## config.mk

```make
export PLATFORM = sky130hd
export DESIGN_NAME = pinyin_syllable_to_viseme_timing_unit
export DESIGN_NICKNAME = d
export VERILOG_FILES = /design/src/sv/pstv_pkg.sv /design/src/sv/pstv_front.sv /design/src/sv/pstv_queue.sv /design/src/sv/pstv_back.sv /design/src/sv/pinyin_syllable_to_viseme_timing_unit.sv
export VERILOG_INCLUDE_DIRS = /design/src /design/src/sv
export SDC_FILE = /design/constraint.sdc
export NUM_CORES = 1
export LEC_CHECK = 0
export BUFFER_PORTS_ARGS = -buffer_cell sky130_fd_sc_hd__buf_2
export CAP_MARGIN = 20
export CORE_MARGIN = 8
export CORE_UTILIZATION = 56
export DETAILED_ROUTE_END_ITERATION = 8
export PLACE_DENSITY = 0.74
export SLEW_MARGIN = 20
export SYNTH_ARGS = -nofsm -noshare
export SYNTH_HDL_FRONTEND = slang
export SYNTH_SLANG_ARGS = --single-unit
```

## constraint.sdc

```tcl
create_clock -name clock -period 7 [get_ports clock]
set_clock_uncertainty 0.05 [all_clocks]
set_input_delay 0.35 -clock clock [delete_from_list [all_inputs] [get_ports clock]]
set_output_delay 0.35 -clock clock [all_outputs]
set_load 0.02 [all_outputs]
```

## src/sv/pinyin_syllable_to_viseme_timing_unit_defines.svh

```systemverilog
// Assertion macros shared by the viseme timing RTL.
// Included by the modules that check their own control logic.
`ifndef PINYIN_SYLLABLE_TO_VISEME_TIMING_UNIT_DEFINES_SVH
`define PINYIN_SYLLABLE_TO_VISEME_TIMING_UNIT_DEFINES_SVH
`ifndef SYNTH
// same-cycle implication, disabled in reset
`define PSTV_ASSERT_IMP(name, clk, rst, ante, cons, msg) \
   name: assert property (@(posedge clk) disable iff (rst) (ante) |-> (cons)) else $error(msg);
// next-cycle implication, disabled in reset
`define PSTV_ASSERT_NXT(name, clk, rst, ante, cons, msg) \
   name: assert property (@(posedge clk) disable iff (rst) (ante) |=> (cons)) else $error(msg);
`else
`define PSTV_ASSERT_IMP(name, clk, rst, ante, cons, msg)
`define PSTV_ASSERT_NXT(name, clk, rst, ante, cons, msg)
`endif
`endif

```

## src/sv/pstv_pkg.sv

```systemverilog
// Shared constants, types and the letter classifier of the viseme timing unit.
// No dependencies; imported by every module of the block.
`default_nettype none

package pstv_pkg;

   localparam int MAX_LETTERS_DEF = 6;
   localparam int MAX_VISEMES_DEF = 5;
   localparam int LETTER_PORTS    = 6;
   localparam int LOOKAHEAD       = 3;
   localparam int QUEUE_DEPTH     = 2;

   localparam int LTR_W   = 5;
   localparam int VIS_W   = 5;
   localparam int MS_W    = 16;
   localparam int FRAC_W  = 8;
   localparam int STEP_W  = MS_W + FRAC_W;
   localparam int TIME_W  = 32;
   localparam int ADV_W   = 3;

   localparam int DIV_BITS_PER_CYCLE = 4;
   localparam int DIV_CYCLES         = STEP_W / DIV_BITS_PER_CYCLE;

   // letter codes
   localparam logic [LTR_W-1:0] LTR_NONE = 5'd0;
   localparam logic [LTR_W-1:0] LTR_A = 5'd1;
   localparam logic [LTR_W-1:0] LTR_B = 5'd2;
   localparam logic [LTR_W-1:0] LTR_C = 5'd3;
   localparam logic [LTR_W-1:0] LTR_D = 5'd4;
   localparam logic [LTR_W-1:0] LTR_E = 5'd5;
   localparam logic [LTR_W-1:0] LTR_F = 5'd6;
   localparam logic [LTR_W-1:0] LTR_G = 5'd7;
   localparam logic [LTR_W-1:0] LTR_H = 5'd8;
   localparam logic [LTR_W-1:0] LTR_I = 5'd9;
   localparam logic [LTR_W-1:0] LTR_J = 5'd10;
   localparam logic [LTR_W-1:0] LTR_K = 5'd11;
   localparam logic [LTR_W-1:0] LTR_L = 5'd12;
   localparam logic [LTR_W-1:0] LTR_M = 5'd13;
   localparam logic [LTR_W-1:0] LTR_N = 5'd14;
   localparam logic [LTR_W-1:0] LTR_O = 5'd15;
   localparam logic [LTR_W-1:0] LTR_P = 5'd16;
   localparam logic [LTR_W-1:0] LTR_Q = 5'd17;
   localparam logic [LTR_W-1:0] LTR_R = 5'd18;
   localparam logic [LTR_W-1:0] LTR_S = 5'd19;
   localparam logic [LTR_W-1:0] LTR_T = 5'd20;
   localparam logic [LTR_W-1:0] LTR_U = 5'd21;
   localparam logic [LTR_W-1:0] LTR_V = 5'd22;
   localparam logic [LTR_W-1:0] LTR_W_ = 5'd23;
   localparam logic [LTR_W-1:0] LTR_X = 5'd24;
   localparam logic [LTR_W-1:0] LTR_Y = 5'd25;
   localparam logic [LTR_W-1:0] LTR_Z = 5'd26;
   localparam logic [LTR_W-1:0] LTR_LAST = LTR_Z;

   // viseme codes
   localparam logic [VIS_W-1:0] VIS_SILENCE = 5'd0;
   localparam logic [VIS_W-1:0] VIS_DTN     = 5'd1;
   localparam logic [VIS_W-1:0] VIS_L       = 5'd3;
   localparam logic [VIS_W-1:0] VIS_GKH     = 5'd5;
   localparam logic [VIS_W-1:0] VIS_JQX     = 5'd7;
   localparam logic [VIS_W-1:0] VIS_RETRO   = 5'd9;
   localparam logic [VIS_W-1:0] VIS_ZCS     = 5'd11;
   localparam logic [VIS_W-1:0] VIS_ROUND_LIMIT = 5'd12;
   localparam logic [VIS_W-1:0] VIS_BPM     = 5'd13;
   localparam logic [VIS_W-1:0] VIS_F       = 5'd14;
   localparam logic [VIS_W-1:0] VIS_A       = 5'd15;
   localparam logic [VIS_W-1:0] VIS_AI      = 5'd16;
   localparam logic [VIS_W-1:0] VIS_AO      = 5'd17;
   localparam logic [VIS_W-1:0] VIS_O       = 5'd18;
   localparam logic [VIS_W-1:0] VIS_OU      = 5'd19;
   localparam logic [VIS_W-1:0] VIS_E       = 5'd20;
   localparam logic [VIS_W-1:0] VIS_EI      = 5'd21;
   localparam logic [VIS_W-1:0] VIS_ER      = 5'd22;
   localparam logic [VIS_W-1:0] VIS_I       = 5'd23;
   localparam logic [VIS_W-1:0] VIS_U       = 5'd24;
   localparam logic [VIS_W-1:0] VIS_YU      = 5'd25;

   // what one scan step does
   typedef struct packed {
      logic             rnd;   // raise previous viseme
      logic [1:0]       nput;  // visemes produced, 0..2
      logic [VIS_W-1:0] v1;
      logic [VIS_W-1:0] v2;
      logic [ADV_W-1:0] adv;   // letters consumed, 1..4
   } letter_act_type;

   // one finished syllable, minus its viseme list
   typedef struct packed {
      logic [MS_W-1:0]   pause_ms;
      logic [STEP_W-1:0] step;
      logic              final_syl;
   } job_head_type;

   function automatic letter_act_type classify(
      input logic [LTR_W-1:0] cur,
      input logic [LTR_W-1:0] n1,
      input logic [LTR_W-1:0] n2,
      input logic [LTR_W-1:0] n3,
      input logic [LTR_W-1:0] prev,
      input logic             have_last,
      input logic [VIS_W-1:0] last
   );
      letter_act_type act;
      act.rnd  = 1'b0;
      act.nput = 2'd0;
      act.v1   = VIS_SILENCE;
      act.v2   = VIS_SILENCE;
      act.adv  = 3'd1;
      unique case (cur)
         LTR_B, LTR_P, LTR_M: begin
            act.nput = 2'd1; act.v1 = VIS_BPM;
         end
         LTR_F: begin
            act.v1 = VIS_F; act.v2 = VIS_F;
            if (n1 == LTR_U) begin
               act.nput = 2'd2; act.adv = 3'd2;
            end else begin
               act.nput = 2'd1;
            end
         end
         LTR_D, LTR_T, LTR_N: begin
            act.nput = 2'd1; act.v1 = VIS_DTN;
         end
         LTR_L: begin
            act.nput = 2'd1; act.v1 = VIS_L;
         end
         LTR_G, LTR_K, LTR_H: begin
            act.nput = 2'd1; act.v1 = VIS_GKH;
         end
         LTR_J, LTR_Q, LTR_X: begin
            act.nput = 2'd1; act.v1 = VIS_JQX;
         end
         LTR_Z, LTR_C, LTR_S: begin
            act.nput = 2'd1;
            if (n1 == LTR_H) begin
               act.v1 = VIS_RETRO; act.adv = 3'd2;
            end else begin
               act.v1 = VIS_ZCS;
            end
         end
         LTR_R: begin
            act.nput = 2'd1; act.v1 = VIS_RETRO;
         end
         LTR_A: begin
            act.nput = 2'd1;
            if (n1 == LTR_O) begin
               act.v1 = VIS_AO; act.adv = 3'd2;
            end else if (n1 == LTR_I) begin
               act.v1 = VIS_AI; act.adv = 3'd2;
            end else if (n1 == LTR_N) begin
               if (n2 == LTR_G) begin
                  act.v1 = VIS_A; act.adv = 3'd3;
               end else begin
                  act.v1 = VIS_AI; act.adv = 3'd2;
               end
            end else begin
               act.v1 = VIS_A;
            end
         end
         LTR_O: begin
            act.nput = 2'd1;
            if (n1 == LTR_U) begin
               act.v1 = VIS_OU; act.adv = 3'd2;
            end else if (n1 == LTR_N && n2 == LTR_G) begin
               act.rnd = 1'b1; act.v1 = VIS_U; act.adv = 3'd3;
            end else begin
               act.v1 = VIS_O;
            end
         end
         LTR_E: begin
            act.nput = 2'd1;
            if (n1 == LTR_I || n1 == LTR_N) begin
               act.v1 = VIS_EI;
               act.adv = (n1 == LTR_N && n2 == LTR_G) ? 3'd3 : 3'd2;
            end else if (n1 == LTR_R) begin
               act.v1 = VIS_ER; act.adv = 3'd2;
            end else begin
               act.v1 = VIS_E;
            end
         end
         LTR_I: begin
            if (have_last && (last == VIS_JQX || last == VIS_RETRO || last == VIS_ZCS)) begin
               act.nput = 2'd1; act.v1 = last;
            end else if (n1 == LTR_O && n2 == LTR_N && n3 == LTR_G) begin
               act.rnd = 1'b1; act.nput = 2'd2;
               act.v1 = VIS_YU; act.v2 = VIS_EI; act.adv = 3'd4;
            end else if (n1 == LTR_N) begin
               act.nput = 2'd2; act.v1 = VIS_I; act.v2 = VIS_EI;
               act.adv = (n2 == LTR_G) ? 3'd3 : 3'd2;
            end else begin
               act.nput = 2'd1; act.v1 = VIS_I;
            end
         end
         LTR_U: begin
            act.rnd = 1'b1;
            if (n1 == LTR_E) begin
               act.nput = 2'd2; act.v1 = VIS_YU; act.v2 = VIS_E; act.adv = 3'd2;
            end else if (n1 == LTR_N) begin
               act.nput = 2'd2; act.v1 = VIS_U; act.v2 = VIS_EI; act.adv = 3'd2;
            end else begin
               act.nput = 2'd1;
               act.v1 = (prev == LTR_Y) ? VIS_YU : VIS_U;
            end
         end
         LTR_V: begin
            act.rnd = 1'b1;
            act.v1  = VIS_YU;
            if (n1 == LTR_E) begin
               act.nput = 2'd2; act.v2 = VIS_E; act.adv = 3'd2;
            end else if (n1 == LTR_N) begin
               act.nput = 2'd2; act.v2 = VIS_EI; act.adv = 3'd2;
            end else begin
               act.nput = 2'd1;
            end
         end
         LTR_Y: begin
            if (n1 == LTR_A || n1 == LTR_E) begin
               act.nput = 2'd1; act.v1 = VIS_I;
            end else if (n1 == LTR_O) begin
               if (n2 == LTR_U) begin
                  act.nput = 2'd2; act.v1 = VIS_I; act.v2 = VIS_OU; act.adv = 3'd3;
               end else if (n2 == LTR_N && n3 == LTR_G) begin
                  act.nput = 2'd1; act.v1 = VIS_YU; act.adv = 3'd4;
               end
            end
         end
         LTR_W_: begin
            if (n1 == LTR_A || n1 == LTR_E) begin
               act.nput = 2'd1; act.v1 = VIS_U;
            end
         end
         default: begin
            act.nput = 2'd0;
         end
      endcase
      return act;
   endfunction

endpackage

`default_nettype wire

```

## src/sv/pstv_front.sv

```systemverilog
// Front end: accepts a syllable, scans its letters into visemes one step a
// cycle, then divides the duration by the viseme count. Uses pstv_pkg.
`default_nettype none
`include "pinyin_syllable_to_viseme_timing_unit_defines.svh"

module pstv_front import pstv_pkg::*; #(
   parameter int MAX_LETTERS = MAX_LETTERS_DEF,
   parameter int MAX_VISEMES = MAX_VISEMES_DEF
) (
   input  logic                                 clock,
   input  logic                                 reset,
   input  logic                                 push,
   output logic                                 full,
   input  logic [LTR_W-1:0]                     req_letter_a,
   input  logic [LTR_W-1:0]                     req_letter_b,
   input  logic [LTR_W-1:0]                     req_letter_c,
   input  logic [LTR_W-1:0]                     req_letter_d,
   input  logic [LTR_W-1:0]                     req_letter_e,
   input  logic [LTR_W-1:0]                     req_letter_f,
   input  logic [MS_W-1:0]                      req_pause_ms,
   input  logic [MS_W-1:0]                      req_duration_ms,
   input  logic                                 req_final_syllable,
   input  logic                                 q_full,
   output logic                                 q_push,
   output job_head_type                         job_head,
   output logic [$clog2(MAX_VISEMES+1)-1:0]     job_cnt,
   output logic [VIS_W-1:0]                     job_vis [MAX_VISEMES]
);

   localparam int VCW  = $clog2(MAX_VISEMES + 1);
   localparam int LBUF = MAX_LETTERS + LOOKAHEAD + 1;
   localparam int PW   = $clog2(LBUF);
   localparam int DCW  = $clog2(DIV_CYCLES);

   typedef enum logic [3:0] {
      F_IDLE = 4'b0001,
      F_SCAN = 4'b0010,
      F_DIV  = 4'b0100,
      F_PUSH = 4'b1000
   } front_state_type;

   front_state_type   state_ff, state_in;
   logic [LTR_W-1:0]  win_ff  [LBUF];
   logic [LTR_W-1:0]  win_in  [LBUF];
   logic [LTR_W-1:0]  prev_ff, prev_in;
   logic [PW-1:0]     pos_ff, pos_in;
   logic [VIS_W-1:0]  vis_ff  [MAX_VISEMES];
   logic [VIS_W-1:0]  vis_in  [MAX_VISEMES];
   logic [VCW-1:0]    cnt_ff, cnt_in;
   logic [VIS_W-1:0]  last_ff, last_in;
   logic [MS_W-1:0]   pause_ff, pause_in;
   logic [MS_W-1:0]   dur_ff, dur_in;
   logic              final_ff, final_in;
   logic [STEP_W-1:0] quo_ff, quo_in;
   logic [VCW-1:0]    rem_ff, rem_in;
   logic [DCW-1:0]    dcnt_ff, dcnt_in;

   letter_act_type    act;
   logic              accept;
   logic              scan_done;
   logic [LTR_W-1:0]  letters [LETTER_PORTS];

   assign letters[0] = req_letter_a;
   assign letters[1] = req_letter_b;
   assign letters[2] = req_letter_c;
   assign letters[3] = req_letter_d;
   assign letters[4] = req_letter_e;
   assign letters[5] = req_letter_f;

   assign full      = (state_ff != F_IDLE);
   assign accept    = push && !full;
   assign scan_done = (pos_ff >= PW'(MAX_LETTERS)) || (win_ff[0] == LTR_NONE);
   assign q_push    = (state_ff == F_PUSH) && !q_full;

   assign job_head.pause_ms  = pause_ff;
   assign job_head.step      = quo_ff;
   assign job_head.final_syl = final_ff;
   assign job_cnt            = cnt_ff;
   assign job_vis            = vis_ff;

   always_comb begin
      act = classify(win_ff[0], win_ff[1], win_ff[2], win_ff[3], prev_ff,
                     cnt_ff != '0, last_ff);
   end

   // main sequencer
   always_comb begin
      logic             stop;
      logic [LTR_W-1:0] c;
      logic [VIS_W-1:0] b [MAX_VISEMES];
      logic [VCW-1:0]   n;
      logic [VIS_W-1:0] l;
      logic [LTR_W-1:0] w [LBUF];
      logic [LTR_W-1:0] p;
      logic [VCW:0]     t;
      logic [VCW-1:0]   r;
      logic [STEP_W-1:0] q;

      state_in = state_ff;
      win_in   = win_ff;
      prev_in  = prev_ff;
      pos_in   = pos_ff;
      vis_in   = vis_ff;
      cnt_in   = cnt_ff;
      last_in  = last_ff;
      pause_in = pause_ff;
      dur_in   = dur_ff;
      final_in = final_ff;
      quo_in   = quo_ff;
      rem_in   = rem_ff;
      dcnt_in  = dcnt_ff;

      stop = 1'b0;
      c    = LTR_NONE;
      b    = vis_ff;
      n    = cnt_ff;
      l    = last_ff;
      w    = win_ff;
      p    = prev_ff;
      t    = '0;
      r    = rem_ff;
      q    = quo_ff;

      unique case (state_ff)
         F_IDLE: begin
            if (accept) begin
               // letters after the first gap or bad code read as none
               for (int k = 0; k < LBUF; k++) begin
                  c = LTR_NONE;
                  if (k < MAX_LETTERS && k < LETTER_PORTS) begin
                     c = letters[k];
                  end
                  if (c == LTR_NONE || c > LTR_LAST) begin
                     stop = 1'b1;
                  end
                  win_in[k] = stop ? LTR_NONE : c;
               end
               prev_in  = LTR_NONE;
               pos_in   = '0;
               cnt_in   = '0;
               last_in  = VIS_SILENCE;
               pause_in = req_pause_ms;
               dur_in   = req_duration_ms;
               final_in = req_final_syllable;
               state_in = F_SCAN;
            end
         end
         F_SCAN: begin
            if (scan_done) begin
               if (cnt_ff == '0) begin
                  vis_in[0] = VIS_SILENCE;
                  cnt_in    = VCW'(1);
               end
               quo_in   = {dur_ff, {FRAC_W{1'b0}}};
               rem_in   = '0;
               dcnt_in  = '0;
               state_in = F_DIV;
            end else begin
               if (act.rnd && n != '0 && l < VIS_ROUND_LIMIT) begin
                  l = l + VIS_W'(1);
                  for (int k = 0; k < MAX_VISEMES; k++) begin
                     if (VCW'(k) == n - VCW'(1)) b[k] = l;
                  end
               end
               if (act.nput != 2'd0 && n < VCW'(MAX_VISEMES)) begin
                  for (int k = 0; k < MAX_VISEMES; k++) begin
                     if (VCW'(k) == n) b[k] = act.v1;
                  end
                  n = n + VCW'(1);
                  l = act.v1;
               end
               if (act.nput == 2'd2 && n < VCW'(MAX_VISEMES)) begin
                  for (int k = 0; k < MAX_VISEMES; k++) begin
                     if (VCW'(k) == n) b[k] = act.v2;
                  end
                  n = n + VCW'(1);
                  l = act.v2;
               end
               // slide the letter window, remembering the letter left behind
               for (int s = 1; s <= 4; s++) begin
                  if (ADV_W'(s) <= act.adv) begin
                     p = w[0];
                     for (int k = 0; k < LBUF - 1; k++) begin
                        w[k] = w[k + 1];
                     end
                     w[LBUF - 1] = LTR_NONE;
                  end
               end
               vis_in  = b;
               cnt_in  = n;
               last_in = l;
               win_in  = w;
               prev_in = p;
               pos_in  = pos_ff + PW'(act.adv);
            end
         end
         F_DIV: begin
            // restoring division, a few quotient bits per cycle
            for (int j = 0; j < DIV_BITS_PER_CYCLE; j++) begin
               t = {r, q[STEP_W-1]};
               q = {q[STEP_W-2:0], 1'b0};
               if (t >= {1'b0, cnt_ff}) begin
                  t    = t - {1'b0, cnt_ff};
                  q[0] = 1'b1;
               end
               r = t[VCW-1:0];
            end
            quo_in  = q;
            rem_in  = r;
            dcnt_in = dcnt_ff + DCW'(1);
            if (dcnt_ff == DCW'(DIV_CYCLES - 1)) begin
               state_in = F_PUSH;
            end
         end
         F_PUSH: begin
            if (!q_full) begin
               state_in = F_IDLE;
            end
         end
         default: begin
            state_in = F_IDLE;
         end
      endcase
   end

   always_ff @(posedge clock) begin
      if (reset) begin
         state_ff <= F_IDLE;
      end else begin
         state_ff <= state_in;
      end
   end

   always_ff @(posedge clock) begin
      win_ff   <= win_in;
      prev_ff  <= prev_in;
      pos_ff   <= pos_in;
      vis_ff   <= vis_in;
      cnt_ff   <= cnt_in;
      last_ff  <= last_in;
      pause_ff <= pause_in;
      dur_ff   <= dur_in;
      final_ff <= final_in;
      quo_ff   <= quo_in;
      rem_ff   <= rem_in;
      dcnt_ff  <= dcnt_in;
   end

   `PSTV_ASSERT_IMP(a_push_has_visemes, clock, reset, q_push, job_cnt != '0, "empty viseme list queued")
   `PSTV_ASSERT_IMP(a_count_bounded, clock, reset, state_ff != F_IDLE, cnt_ff <= VCW'(MAX_VISEMES), "viseme count over limit")
   `PSTV_ASSERT_NXT(a_busy_after_accept, clock, reset, accept, full && state_ff == F_SCAN, "accept did not start a scan")

endmodule

`default_nettype wire

```

## src/sv/pstv_queue.sv

```systemverilog
// Short queue of finished syllable jobs between front and back end.
// Uses pstv_pkg for the job header type and the queue depth.
`default_nettype none

module pstv_queue import pstv_pkg::*; #(
   parameter int MAX_VISEMES = MAX_VISEMES_DEF
) (
   input  logic                             clock,
   input  logic                             reset,
   input  logic                             wr_push,
   output logic                             wr_full,
   input  job_head_type                     wr_head,
   input  logic [$clog2(MAX_VISEMES+1)-1:0] wr_cnt,
   input  logic [VIS_W-1:0]                 wr_vis [MAX_VISEMES],
   input  logic                             rd_pop,
   output logic                             rd_empty,
   output job_head_type                     rd_head,
   output logic [$clog2(MAX_VISEMES+1)-1:0] rd_cnt,
   output logic [VIS_W-1:0]                 rd_vis [MAX_VISEMES]
);

   localparam int VCW = $clog2(MAX_VISEMES + 1);
   localparam int PTW = $clog2(QUEUE_DEPTH);
   localparam int QCW = $clog2(QUEUE_DEPTH + 1);

   job_head_type     head_mem [QUEUE_DEPTH];
   logic [VCW-1:0]   cnt_mem  [QUEUE_DEPTH];
   logic [VIS_W-1:0] vis_mem  [QUEUE_DEPTH][MAX_VISEMES];

   logic [PTW-1:0] wptr_ff, wptr_in;
   logic [PTW-1:0] rptr_ff, rptr_in;
   logic [QCW-1:0] fill_ff, fill_in;
   logic           do_wr, do_rd;

   assign wr_full  = (fill_ff == QCW'(QUEUE_DEPTH));
   assign rd_empty = (fill_ff == '0);
   assign do_wr    = wr_push && !wr_full;
   assign do_rd    = rd_pop && !rd_empty;

   assign rd_head = head_mem[rptr_ff];
   assign rd_cnt  = cnt_mem[rptr_ff];
   assign rd_vis  = vis_mem[rptr_ff];

   always_comb begin
      wptr_in = wptr_ff;
      rptr_in = rptr_ff;
      fill_in = fill_ff;
      if (do_wr) begin
         wptr_in = (wptr_ff == PTW'(QUEUE_DEPTH - 1)) ? '0 : wptr_ff + PTW'(1);
      end
      if (do_rd) begin
         rptr_in = (rptr_ff == PTW'(QUEUE_DEPTH - 1)) ? '0 : rptr_ff + PTW'(1);
      end
      if (do_wr && !do_rd) begin
         fill_in = fill_ff + QCW'(1);
      end else if (do_rd && !do_wr) begin
         fill_in = fill_ff - QCW'(1);
      end
   end

   always_ff @(posedge clock) begin
      if (reset) begin
         wptr_ff <= '0;
         rptr_ff <= '0;
         fill_ff <= '0;
      end else begin
         wptr_ff <= wptr_in;
         rptr_ff <= rptr_in;
         fill_ff <= fill_in;
      end
   end

   always_ff @(posedge clock) begin
      if (do_wr) begin
         head_mem[wptr_ff] <= wr_head;
         cnt_mem[wptr_ff]  <= wr_cnt;
         vis_mem[wptr_ff]  <= wr_vis;
      end
   end

endmodule

`default_nettype wire

```

## src/sv/pstv_back.sv

```systemverilog
// Back end: walks one queued job, emitting lead silence, the visemes and an
// optional closing silence into a result register. Holds the running time.
`default_nettype none
`include "pinyin_syllable_to_viseme_timing_unit_defines.svh"

module pstv_back import pstv_pkg::*; #(
   parameter int MAX_VISEMES = MAX_VISEMES_DEF
) (
   input  logic                             clock,
   input  logic                             reset,
   input  logic                             q_empty,
   output logic                             q_pop,
   input  job_head_type                     job_head,
   input  logic [$clog2(MAX_VISEMES+1)-1:0] job_cnt,
   input  logic [VIS_W-1:0]                 job_vis [MAX_VISEMES],
   output logic                             empty,
   input  logic                             pop,
   output logic [VIS_W-1:0]                 rsp_viseme,
   output logic [TIME_W-1:0]                rsp_begin_time,
   output logic                             rsp_run_end
);

   localparam int VCW = $clog2(MAX_VISEMES + 1);
   localparam int VIW = $clog2(MAX_VISEMES);

   typedef enum logic [2:0] {
      B_LEAD  = 3'b001,
      B_VIS   = 3'b010,
      B_CLOSE = 3'b100
   } back_state_type;

   back_state_type    state_ff, state_in;
   logic [VCW-1:0]    idx_ff, idx_in;
   logic [TIME_W-1:0] elapsed_ff, elapsed_in;
   logic              valid_ff, valid_in;
   logic [VIS_W-1:0]  vis_ff, vis_in;
   logic [TIME_W-1:0] time_ff, time_in;
   logic              end_ff, end_in;

   logic              go;
   logic              last_vis;

   assign go          = (!valid_ff || pop) && !q_empty;
   assign last_vis    = (idx_ff == job_cnt - VCW'(1));
   assign empty       = !valid_ff;
   assign rsp_viseme     = vis_ff;
   assign rsp_begin_time = time_ff;
   assign rsp_run_end    = end_ff;

   always_comb begin
      state_in   = state_ff;
      idx_in     = idx_ff;
      elapsed_in = elapsed_ff;
      vis_in     = vis_ff;
      time_in    = time_ff;
      end_in     = end_ff;
      q_pop      = 1'b0;
      valid_in   = pop ? 1'b0 : valid_ff;
      if (go) begin
         valid_in = 1'b1;
         time_in  = elapsed_ff;
         unique case (state_ff)
            B_LEAD: begin
               vis_in     = VIS_SILENCE;
               end_in     = 1'b0;
               elapsed_in = elapsed_ff + {{(TIME_W - STEP_W){1'b0}},
                                          job_head.pause_ms, {FRAC_W{1'b0}}};
               idx_in     = '0;
               state_in   = B_VIS;
            end
            B_VIS: begin
               vis_in     = job_vis[idx_ff[VIW-1:0]];
               end_in     = last_vis && !job_head.final_syl;
               elapsed_in = elapsed_ff + {{(TIME_W - STEP_W){1'b0}}, job_head.step};
               idx_in     = idx_ff + VCW'(1);
               if (last_vis) begin
                  if (job_head.final_syl) begin
                     state_in = B_CLOSE;
                  end else begin
                     q_pop    = 1'b1;
                     state_in = B_LEAD;
                  end
               end
            end
            B_CLOSE: begin
               vis_in     = VIS_SILENCE;
               end_in     = 1'b1;
               elapsed_in = '0;
               q_pop      = 1'b1;
               state_in   = B_LEAD;
            end
            default: begin
               state_in = B_LEAD;
            end
         endcase
      end
   end

   always_ff @(posedge clock) begin
      if (reset) begin
         state_ff   <= B_LEAD;
         idx_ff     <= '0;
         elapsed_ff <= '0;
         valid_ff   <= 1'b0;
      end else begin
         state_ff   <= state_in;
         idx_ff     <= idx_in;
         elapsed_ff <= elapsed_in;
         valid_ff   <= valid_in;
      end
   end

   always_ff @(posedge clock) begin
      vis_ff  <= vis_in;
      time_ff <= time_in;
      end_ff  <= end_in;
   end

   `PSTV_ASSERT_IMP(a_run_end_pops, clock, reset, go && end_in, q_pop, "run end without job release")
   `PSTV_ASSERT_IMP(a_pop_on_run_end, clock, reset, q_pop, go && end_in, "job released early")
   `PSTV_ASSERT_NXT(a_close_clears_time, clock, reset, go && state_ff == B_CLOSE, elapsed_ff == '0, "time not cleared after close")
   `PSTV_ASSERT_IMP(a_index_in_range, clock, reset, state_ff == B_VIS && !q_empty, idx_ff < job_cnt, "viseme index past count")

endmodule

`default_nettype wire

```

## src/sv/pinyin_syllable_to_viseme_timing_unit.sv

```systemverilog
// Pinyin syllable to viseme timing unit, top level.
// Ties the letter scan front end, the job queue and the emit back end.
//
// Usage:
//   Request side is a queue: drive one syllable (six letter codes, pause,
//   duration, final flag) and raise push; it is taken on a clock edge with
//   push high and full low. full stays high while the front end works.
//   Result side is a queue too: while empty is low, rsp_* hold the oldest
//   viseme; pop on a clock with empty low takes it.
//   Each request yields a lead silence, 1..MAX_VISEMES visemes, and on the
//   final syllable a closing silence; rsp_run_end marks its last result.
// Timing:
//   Front end per request: an accept step, one scan step per letter group (at
//   most MAX_LETTERS) plus a closing scan step, 4-bit-per-cycle division and
//   a hand-off step that waits while the job queue is full.
//   First result: job queue, then result register. The back end gives one
//   result per cycle while jobs wait and pop keeps up, overlapping the next scan.
// Stalls: a held-off pop freezes the result register and the back end; the
//   two-entry job queue then fills and full holds off new requests.
// Reset (synchronous): queues empty, running time zero, no clearing pass.
`default_nettype none

module pinyin_syllable_to_viseme_timing_unit import pstv_pkg::*; #(
   parameter int MAX_LETTERS = MAX_LETTERS_DEF,
   parameter int MAX_VISEMES = MAX_VISEMES_DEF
) (
   input  logic              clock,
   input  logic              reset,
   input  logic              push,
   output logic              full,
   input  logic [LTR_W-1:0]  req_letter_a,
   input  logic [LTR_W-1:0]  req_letter_b,
   input  logic [LTR_W-1:0]  req_letter_c,
   input  logic [LTR_W-1:0]  req_letter_d,
   input  logic [LTR_W-1:0]  req_letter_e,
   input  logic [LTR_W-1:0]  req_letter_f,
   input  logic [MS_W-1:0]   req_pause_ms,
   input  logic [MS_W-1:0]   req_duration_ms,
   input  logic              req_final_syllable,
   output logic              empty,
   input  logic              pop,
   output logic [VIS_W-1:0]  rsp_viseme,
   output logic [TIME_W-1:0] rsp_begin_time,
   output logic              rsp_run_end
);

   localparam int VCW = $clog2(MAX_VISEMES + 1);

   // front end -> queue
   logic             fq_push;
   logic             fq_full;
   job_head_type     fq_head;
   logic [VCW-1:0]   fq_cnt;
   logic [VIS_W-1:0] fq_vis [MAX_VISEMES];

   // queue -> back end
   logic             qb_pop;
   logic             qb_empty;
   job_head_type     qb_head;
   logic [VCW-1:0]   qb_cnt;
   logic [VIS_W-1:0] qb_vis [MAX_VISEMES];

   pstv_front #(
      .MAX_LETTERS (MAX_LETTERS),
      .MAX_VISEMES (MAX_VISEMES)
   ) u_front (
      .clock              (clock),
      .reset              (reset),
      .push               (push),
      .full               (full),
      .req_letter_a       (req_letter_a),
      .req_letter_b       (req_letter_b),
      .req_letter_c       (req_letter_c),
      .req_letter_d       (req_letter_d),
      .req_letter_e       (req_letter_e),
      .req_letter_f       (req_letter_f),
      .req_pause_ms       (req_pause_ms),
      .req_duration_ms    (req_duration_ms),
      .req_final_syllable (req_final_syllable),
      .q_full             (fq_full),
      .q_push             (fq_push),
      .job_head           (fq_head),
      .job_cnt            (fq_cnt),
      .job_vis            (fq_vis)
   );

   pstv_queue #(
      .MAX_VISEMES (MAX_VISEMES)
   ) u_queue (
      .clock    (clock),
      .reset    (reset),
      .wr_push  (fq_push),
      .wr_full  (fq_full),
      .wr_head  (fq_head),
      .wr_cnt   (fq_cnt),
      .wr_vis   (fq_vis),
      .rd_pop   (qb_pop),
      .rd_empty (qb_empty),
      .rd_head  (qb_head),
      .rd_cnt   (qb_cnt),
      .rd_vis   (qb_vis)
   );

   pstv_back #(
      .MAX_VISEMES (MAX_VISEMES)
   ) u_back (
      .clock          (clock),
      .reset          (reset),
      .q_empty        (qb_empty),
      .q_pop          (qb_pop),
      .job_head       (qb_head),
      .job_cnt        (qb_cnt),
      .job_vis        (qb_vis),
      .empty          (empty),
      .pop            (pop),
      .rsp_viseme     (rsp_viseme),
      .rsp_begin_time (rsp_begin_time),
      .rsp_run_end    (rsp_run_end)
   );

endmodule

`default_nettype wire

```

==> run metrics <==
initial DRC count 1,390; setup_tns 0 ns; Leak 8.402 nW; CP required 7.23 ns; DP HPWL 34,920 um; post-layout net count 2,038; # diodes 0; Die ar. 42,440 um2; synth top area cells edfxtp_1 49%, dfxtp_1 4.8%, ha_1 4.6%; drt pass-1 iters 6; crit path time final 6.079 ns; Max rail drop VDD 0.3381 mV; count leader, synth edfxtp_1; Die Span X 206.0 um; Max Cap Violations 0; Core Rows 69; EDFF count, synth 331; Worst Reg-to-Reg Cells 23; Max FO, Critical Path 11; Root Buffer Master clkbuf_16; RSZ-0062 raised after global routing false; Final setup viols 0; Vias 14,740; Slew headroom 31.13%; Final Cycle Share 86.84%; HP Class primary input to flip-flop; Core Util, Final 64.12%; # Post-CTS Setup Buffers 0; syn avg cell area 11.44 um2; mapped cell area 20,220 um2; CTS buffer count 39; Post-synth top cells 331 x edfxtp_1, 156 x nor2_1, 147 x nand2_1; global-route wire length before repair 78,260 um; Synth area leader edfxtp_1; initial antenna violation count 0; Post-DRT Antenna Nets 0; top-area cell type share of the netlist area 49.16%; aggregate global-route resource usage 22.83%; final hold viol count 0; Sequential Power Share 50.1%; CP arrival 6.31 ns; power density over cell area 225.9 nW/um2; share of layout cells above drive strength 1 14.43%; ys async rst share 0%; H-Tree Depth 2; Buffers on Ports 106; Synth warnings 0; I/O Pins 107; Placed Area 21,180 um2; CTS max path bufs 3; Tightest Pin Transition 1.024 ns; Synth Register Bits 379; post-synthesis instance total 1,768; vias in the first global route 14,400; drt drc 0; Initial Util 56.85%; GRT overflow 0; internal power 0.003908 W; setup slack after layout 0.9214 ns; height of the die 206.0 um; clock sinks 379; status finished clean; Area Overhead vs Synth 12.80%; f_max 0.1645 GHz; Distinct cells, synth 88; Skew-Pair Late Insertion Delay 0.55 ns; clock power share 40.6%; Comb power frac 9.3%; clk slew on worst S/H paths 0.06 ns; Psw 0.001243 W; TritonCTS clock tree done; largest net degree at the start of global routing 51; Post-Place Worst Slack 0.9560 ns; routability cong. 0.9367; kind of end point of the critical path flip-flop; WL final 49,420 um; Slew Viols, Final 0; core area 35,570 um2; critical path class flip-flop to flip-flop; sw frac 24.14%; Avg WL per Cell 20.76 um; vias per cell 6.189; Seq/Total Area, Yosys 53.91%; main flop type after synthesis edfxtp_1; Hold Path Stages 2; CP startpoint kind flip-flop; Finished Cell Area 22,810 um2
==> cells by family after synthesis <==
logic type,count (synthesis),share of synthesized area (%)
other,1,0.01855
DFF,379,53.91
muxes,139,7.859
buffers and inverters,134,2.661
and+or+nand+nor,519,12.44
AOI/OAI and AO/OA,451,15.04
xor gates and xnor gates,62,2.686
adders and majority gates,83,5.384
==> power by group through the flow <==
stage	clock (W)	combinational, W	sequential (W)
2_1_floorplan	0	0.000352	0.00259
3_3_place_gp	0	0.000442	0.00262
3_5_place_dp	0	0.000457	0.00263
4_1_cts	0.00213	0.000475	0.00258
5_1_grt	0.00221	0.000527	0.00258
6_report	0.00209	0.000480	0.00258
==> metrics by stage <==
stage	total power, W	hold WS (ns)	std cells
3_5_place_dp	0.003083	0.3804	2276
2_1_floorplan	0.002939	0.3564	1772
6_report	0.005152	0.06877	2381
4_1_cts	0.005182	0.03783	2381
3_3_place_gp	0.003066	0.3764	2275
5_1_grt	0.005325	0.05299	2381
==> critical path, stage by stage, from the launching register on <==
cell      delay, ns
edfxtp_1       0.57
inv_1          0.32
fa_1           0.55
a21o_1         0.19
a21boi_0       0.35
mux2_2         0.40
ha_1           0.31
a21oi_1        0.14
o211ai_1       0.24
o21ai_0        0.45
inv_1          0.08
ha_1           0.28
nand2_1        0.07
nand2_1        0.06
a21oi_1        0.14
nand2_1        0.16
nor2_1         0.12
a21oi_1        0.09
fa_1           0.45
a21o_1         0.18
a21oi_1        0.20
nand2_1        0.18
mux2i_1        0.19
nor2_1         0.05
==> metal layers <==
metal,GRT usage (%),share of wire [%],vias to the layer above
met3,3.009,6.8,86
li1,-,-,6942
met1,32.81,46,7168
met2,36.31,45,539
met5,0,0,-
met4,5.856,2.2,0
==> registers in the layout, indices dropped and copies added (netlist names), 4 cells and up, named ones only <==
register               flops
u_front.prev_ff            5
u_queue.head_mem          82
u_back.rsp_begin_time     32
u_front.pos_ff             4
u_front.state_ff           4
u_front.last_ff            5
u_back.rsp_viseme          5
u_front.pause_ff          16
u_back.elapsed_ff         32
u_front.quo_ff            24
u_front.job_vis           25
u_queue.cnt_mem            6
u_front.dur_ff            16
u_queue.vis_mem           50
u_front.win_ff            50
==> timing repair <==
action	CTS	global route
hold endpoints to repair	33	0
gates resized for setup	0	0
hold buffers	33	0
==> placed cells by master, fill, tap and decap left out, types with 12 or more instances in the layout <==
cell	instances
edfxtp_1	331
nor2_1	154
nand2_1	147
a21oi_1	111
buf_2	106
o21ai_0	88
ha_1	75
mux2i_1	74
mux2_2	54
inv_1	48
dfxtp_1	47
xnor2_1	42
clkbuf_16	40
nor3_1	36
dlygate4sd3_1	33
a21o_1	32
a22oi_1	32
nand3_1	28
nor2b_1	25
a211oi_1	21
nand2b_1	20
xor2_1	20
and3_1	19
buf_4	19
and2_1	18
o211ai_1	18
a31oi_1	16
nand3b_1	14
o221ai_1	14
o22ai_1	12
o21a_1	12
a221o_1	12
==> cell type report <==
type,instances,area (um2)
repair buffers,159,1023
clock buffers,53,1070
well taps,461,576.8
clock inverters,19,229.0
inverters,51,191.4
flip-flops and latches,379,10900
fillers,2733,12760
multi-input cells,1259,8816
==> worst paths after layout <==
| kind | start | endpoint | slack, ns |
|---|---|---|---|
| worst max-delay path | u_front.job_cnt[1] | u_front.rem_ff[1] | 0.92 |
| worst min-delay path | req_letter_e[4] | u_front.win_ff[29] | 0.07 |
| worst max register to register | u_front.job_cnt[1] | u_front.rem_ff[1] | 0.92 |
| worst min register to register | u_front.pause_ff[4] | u_queue.head_mem[1][29] | 0.39 |
Power figures use the tool's default switching activity.
